===== src/hdl/mbe_pkg.sv =====
`default_nettype none

package mbe_pkg;

    // fixed-point layout of c and z: signed Q4.28
    localparam int unsigned FRAC_BITS = 28;
    localparam int unsigned COORD_W   = 13;
    localparam int unsigned STEP_W    = 28;

    // escape threshold 4.0 in Q8.56
    localparam logic [63:0] ESCAPE_SQ = 64'h0400_0000_0000_0000;

    // configuration register indexes
    localparam logic [2:0] CFG_X_ORIGIN = 3'd0;
    localparam logic [2:0] CFG_Y_ORIGIN = 3'd1;
    localparam logic [2:0] CFG_STEP_X   = 3'd2;
    localparam logic [2:0] CFG_STEP_Y   = 3'd3;
    localparam logic [2:0] CFG_MAX_ITER = 3'd4;

    // per-pixel payload moving down the cell chain
    typedef struct packed {
        logic signed [31:0]  zx;
        logic signed [31:0]  zy;
        logic signed [31:0]  cx;
        logic signed [31:0]  cy;
        logic                done;
        logic [COORD_W-1:0]  col;
        logic [COORD_W-1:0]  row;
    } t_pix;

endpackage

`default_nettype wire


===== src/hdl/mbe_coord.sv =====
`default_nettype none

module mbe_coord #(
    parameter int IMAGE_DIM  = 8192,
    parameter int ITER_LIMIT = 128
) (
    input  wire logic                                       i_clk,
    input  wire logic                                       i_rst_n,
    input  wire logic                                       i_valid,
    input  wire logic [mbe_pkg::COORD_W-1:0]                i_col,
    input  wire logic [mbe_pkg::COORD_W-1:0]                i_row,
    input  wire logic signed [31:0]                         i_x_origin,
    input  wire logic signed [31:0]                         i_y_origin,
    input  wire logic [mbe_pkg::STEP_W-1:0]                 i_step_x,
    input  wire logic [mbe_pkg::STEP_W-1:0]                 i_step_y,
    input  wire logic [7:0]                                 i_max_iter,
    output logic                                            o_valid,
    output mbe_pkg::t_pix                                   o_data,
    output logic [$clog2(ITER_LIMIT+1)-1:0]                 o_bound
);
    import mbe_pkg::*;

    localparam int CW = $clog2(ITER_LIMIT + 1);
    localparam int BW = (CW > 8) ? CW : 8;
    localparam int PW = COORD_W + STEP_W;

    logic [COORD_W-1:0] col_idx;
    logic [COORD_W-1:0] row_idx;
    logic [PW-1:0]      prod_x;
    logic [PW-1:0]      prod_y;
    logic [BW-1:0]      mi_ext;
    logic [BW-1:0]      lim_ext;
    logic [CW-1:0]      bound;

    logic               r_valid;
    t_pix               r_data;
    logic [CW-1:0]      r_bound;

    // clamp indexes to the image, then origin + index * step
    always_comb begin
        col_idx = (32'(i_col) >= 32'(IMAGE_DIM)) ? COORD_W'(IMAGE_DIM - 1) : i_col;
        row_idx = (32'(i_row) >= 32'(IMAGE_DIM)) ? COORD_W'(IMAGE_DIM - 1) : i_row;
        prod_x  = PW'(col_idx) * PW'(i_step_x);
        prod_y  = PW'(row_idx) * PW'(i_step_y);
        mi_ext  = BW'(i_max_iter);
        lim_ext = BW'(ITER_LIMIT);
        bound   = CW'((mi_ext > lim_ext) ? lim_ext : mi_ext);
    end

    always_ff @(posedge i_clk) begin
        if (!i_rst_n) begin
            r_valid <= 1'b0;
        end else begin
            r_valid <= i_valid;
        end
    end

    // payload, z starts at zero
    always_ff @(posedge i_clk) begin
        r_data.zx   <= '0;
        r_data.zy   <= '0;
        r_data.cx   <= i_x_origin + signed'(prod_x[31:0]);
        r_data.cy   <= i_y_origin + signed'(prod_y[31:0]);
        r_data.done <= 1'b0;
        r_data.col  <= i_col;
        r_data.row  <= i_row;
        r_bound     <= bound;
    end

    assign o_valid = r_valid;
    assign o_data  = r_data;
    assign o_bound = r_bound;

endmodule

`default_nettype wire


===== config.mk =====
export PLATFORM = sky130hd
export DESIGN_NAME = mbe_coord
export DESIGN_NICKNAME = d
export VERILOG_FILES = /design/src/hdl/mbe_pkg.sv /design/src/hdl/mbe_coord.sv
export SDC_FILE = /design/constraint.sdc
export NUM_CORES = 2
export LEC_CHECK = 0
export BUFFER_PORTS_ARGS = -buffer_cell sky130_fd_sc_hd__buf_4
export CAP_MARGIN = 20
export CELL_PAD_IN_SITES_DETAIL_PLACEMENT = 1
export CELL_PAD_IN_SITES_GLOBAL_PLACEMENT = 1
export CORE_ASPECT_RATIO = 1.2
export CORE_MARGIN = 3
export CORE_UTILIZATION = 39
export DETAILED_ROUTE_END_ITERATION = 16
export PLACE_DENSITY = 0.81
export SYNTH_ARGS = -nofsm -noshare
export SYNTH_HDL_FRONTEND = slang
export SYNTH_SLANG_ARGS = --single-unit

===== constraint.sdc =====
create_clock -name i_clk -period 10.3 [get_ports i_clk]
set_clock_uncertainty 0.05 [all_clocks]
set_input_delay 3.09 -clock i_clk [delete_from_list [all_inputs] [get_ports i_clk]]
set_output_delay 3.09 -clock i_clk [all_outputs]
set_load 0.1 [all_outputs]

### Yosys cells after proc, flatten, opt, wreduce, memory -nomap -nowiden

Index checks and enable logic that the tools add are counted.

* flip-flop bits (word level): 99
* input port bits: 157

* add/subtract/negate cells: 2
* $mul: 2
* $lt $le $gt $ge: 1

Operators with widths (number)
* $add 32x32->32: 2
* $mul 13x28->32: 2
* $gt 8x8->1 const B: 1

### Longest topological paths before layout

* depth in word-level cells: 2
* depth in mapped cells: 25
* depth with buffers taken out: 23

### Worst setup path before layout

Ideal clock, no wire load.

* path kind: input -> register
* start: input i_col[4] (netlist name)
* end: register r_data, in the netlist o_data[89]
* stages on the path: 23
* arrival time: 8.725 ns
* slack: 1.402 ns
* path buffers: 3
* setup time: 0.123 ns
* required time: 10.127 ns
* cell sequence: clkbuf_1 clkbuf_1 nand2_1 fa_1 fa_1 fa_1 inv_1 fa_1 fa_1 inv_1 fa_1 inv_1 ha_1 clkbuf_1 a21oi_1 o21ai_1 a31oi_1 o31a_1 a31oi_1 a311o_1 a21oi_1 o21ai_1 xor2_1

* word-level cells in the longest chain between the ends: 2

Ends and longest elaborated chain
* from (decl): RTL line mbe_coord.sv:10 `input wire logic [mbe_pkg::COORD_W-1:0] i_col,`
* $mul 13x28->32: RTL line mbe_coord.sv:43 `prod_x = PW'(col_idx) * PW'(i_step_x);`
* $add 32x32->32: RTL line mbe_coord.sv:62 `r_data.cx <= i_x_origin + signed'(prod_x[31:0]);`
* to (decl): RTL line mbe_coord.sv:36 `t_pix r_data;`

Every way passes these cells.
A chain may end at the register's enable or synchronous reset.

### Final worst setup path

* start: input i_row[4] (netlist name)
* end: register r_data, in the netlist o_data[58]

* word-level cells in the longest chain between the ends: 2

Ends and longest elaborated chain
* from (decl): RTL line mbe_coord.sv:11 `input wire logic [mbe_pkg::COORD_W-1:0] i_row,`
* $mul 13x28->32: RTL line mbe_coord.sv:44 `prod_y = PW'(row_idx) * PW'(i_step_y);`
* $add 32x32->32: RTL line mbe_coord.sv:63 `r_data.cy <= i_y_origin + signed'(prod_y[31:0]);`

Every way passes these cells.

==> impl_metrics.json <==
{
  "grt_max_degree": 30,
  "avgSynthCellArea_um2": 9.03,
  "hold_depth": 1,
  "ys.flop_type": "dfxtp_1",
  "status": "completed",
  "first_pass_iters": 5,
  "whs_endpoint": "o_bound[7]",
  "detail_route.vias_per_cell": 4.85,
  "hpwlAfterDp_um": 55700,
  "syn2layout_area_growth_pct": 11.0,
  "tightestPinTransition_ns": 0.809,
  "start_kind": "input port",
  "setup_violations": 0,
  "final_nets": 3603,
  "die_h_um": 275,
  "fin_crit_ns": 9.28,
  "maxSlewViolCount": 0,
  "ant_nets": 0,
  "overflow": 0,
  "io_pins": 321,
  "synth_top_cell_area_share_pct": 47.5,
  "yosysMostFrequentCell": "inv_1",
  "rsz0062_at_grt": "false",
  "hp-class": "in2reg",
  "tns_ns": 0,
  "yosys.area.top_type": "fa_1",
  "grt_pass1_vias": 21000,
  "antenna_found_initial": 8,
  "cts.clk_slew.worst_paths_ns": 0.07,
  "post_drt_wl_per_cell_um": 18.9,
  "final_layout_size_suffix_gt1_share_pct": 9.95,
  "hold_viol": 0,
  "routabilityCongestion": 0.865,
  "post_cts_resized": 0,
  "arrival_ns": 9.50,
  "dp_slack_ns": 0.820,
  "yosysSeqAreaShare_pct": 8.42,
  "ctsHoldBuffers": 0,
  "yosys_warnings": 0,
  "start_util_pct": 39.4,
  "fin_util_pct": 43.7,
  "vias": 17300,
  "whs_ns": 2.84,
  "yosys.cell_types.count": 50,
  "setup_slack_ns": 1.02,
  "htreeDepth": 3,
  "die_area_mm2": 0.0633,
  "synth_cells": 2605,
  "required_ns": 10.52,
  "port_buffers": 255,
  "syn_area_mm2": 0.0235,
  "cts.sinks": 99,
  "post_cts_buffers": 0,
  "relSlewSlack_pct": 45.7,
  "grt_pass1_wl_um": 110000,
  "synth_common_cells": "inv_1 (636), fa_1 (558), nand2_1 (403), and2_1 (274), ha_1 (128)",
  "cp_max_fo": 29,
  "maxCapViolations": 0,
  "first_iter_violations": 807,
  "coreArea_mm2": 0.0597,
  "crit_type": "in2reg",
  "dieWidth_um": 230,
  "cts_tree": "yes",
  "end_kind": "register",
  "drcViolationCount": 0,
  "clockRootBuffer": "clkbuf_16",
  "synth_area_leaders": "fa_1 (47%), inv_1 (10%), dfxtp_1 (8.4%), and2_1 (7.3%), ha_1 (6.8%)",
  "synth-edff-count": 0,
  "period_share_pct": 90.1,
  "hold_start": "i_max_iter[7]",
  "fp-row-count": 98,
  "async_flop_share_pct": 0,
  "cts_max_path_buffers": 2,
  "max_freq_ghz": 0.108,
  "ys_ff_latch": 99,
  "cts-buffers-inserted": 9,
  "wl_um": 67500,
  "track_usage_pct": 22.1
}
-- through the flow --
| stage | area (µm²) | instances |
|---|---|---|
| after detailed placement | 25800 | 3549 |
| after global placement | 25800 | 3549 |
| after CTS | 26100 | 3565 |
| final | 26100 | 3571 |
| after floorplan | 23800 | 2669 |
| after global routing | 26100 | 3566 |
-- placed cells by master (no fill, tap or decap), drive strengths merged, types with 2 or more instances in the layout --
| master | netlist | routed |
|---|---|---|
| a21o | 24 | 24 |
| diode | 0 | 6 |
| dfxtp | 99 | 99 |
| and4 | 2 | 2 |
| o221ai | 2 | 2 |
| nand2b | 9 | 9 |
| o21a | 13 | 13 |
| nor4 | 2 | 2 |
| nor2 | 33 | 33 |
| a211o | 2 | 2 |
| a41oi | 2 | 2 |
| o21bai | 8 | 8 |
| nor3 | 6 | 6 |
| buf | 65 | 256 |
| clkbuf | 111 | 13 |
| xor2 | 24 | 24 |
| a211oi | 6 | 6 |
| inv | 636 | 636 |
| nand3 | 8 | 8 |
| or2 | 3 | 3 |
| nand4 | 4 | 4 |
| ha | 128 | 128 |
| nand2 | 403 | 403 |
| o31ai | 3 | 3 |
| fa | 558 | 558 |
| and2 | 275 | 275 |
| xnor2 | 70 | 70 |
| nor2b | 9 | 9 |
| o21ai | 26 | 26 |
| a21oi | 47 | 47 |
| conb | 1 | 65 |
| and3 | 5 | 5 |
| o31a | 2 | 2 |
| a31oi | 5 | 5 |
-- registers in the layout (all words and copies together), names as in the netlist --
| register | flops |
|---|---|
| o_bound | 8 |
| o_data | 90 |
| o_valid | 1 |
-- cell families after synthesis --
family                     count (synthesis)  share of synthesized area, %
adders and majority gates                686                          54.3
and+or+nand+nor                          762                          15.6
DFF                                       99                          8.42
other                                      1                        0.0159
buffers and inverters                    812                          14.0
AOI/OAI and AO/OA                        151                          4.23
xor gates and xnor gates                  94                          3.50
-- worst max-delay path: stages --
cell	delay, ns
buf_4	0.31
nand2_1	0.17
fa_1	0.60
inv_1	0.07
fa_1	0.50
inv_1	0.06
fa_1	0.55
fa_1	0.43
fa_1	0.50
inv_1	0.06
fa_1	0.43
ha_1	0.38
a211oi_1	0.38
o21ai_1	0.14
o221ai_1	0.30
o21ai_1	0.17
nor3_1	0.64
o21ai_1	0.20
nor2_1	0.21
o21ai_1	0.13
xnor2_1	0.15
-- routing by layer --
| layer | vias to the layer above | wire [µm] | global-route usage [%] |
|---|---|---|---|
| met5 | - | 51 | 0 |
| met4 | 6 | 2120 | 7.45 |
| met3 | 133 | 3220 | 3.62 |
| met2 | 461 | 36800 | 42.5 |
| met1 | 9060 | 25300 | 24.8 |
| li1 | 7645 | - | - |
-- cell type report --
class / count / area, µm²
Inverter: 636 / 2390
Multi-Input combinational cell: 1758 / 18500
Fill cell: 7051 / 33600
Timing Repair Buffer: 256 / 1920
Antenna cell: 6 / 15.0
Clock inverter: 3 / 46.3
Clock buffer: 13 / 260
Tap cell: 800 / 1000
Sequential cell: 99 / 1980
-- worst max-delay path by stage --
stage | depth (start not counted) | end | slack, ns | start
CTS | 21 | o_data[58] | 1.18 | i_row[4]
global placement | 22 | o_data[56] | 1.13 | i_row[1]
finish | 21 | o_data[58] | 1.02 | i_row[4]
floorplan | 23 | o_data[89] | 1.40 | i_col[4]
detailed placement | 21 | o_data[58] | 0.82 | i_row[4]
global route | 21 | o_data[58] | 0.82 | i_row[4]
Power is left out: the tool's default activity adds up to more than one toggle a clock period on the data nets, which glitch-free logic cannot reach.
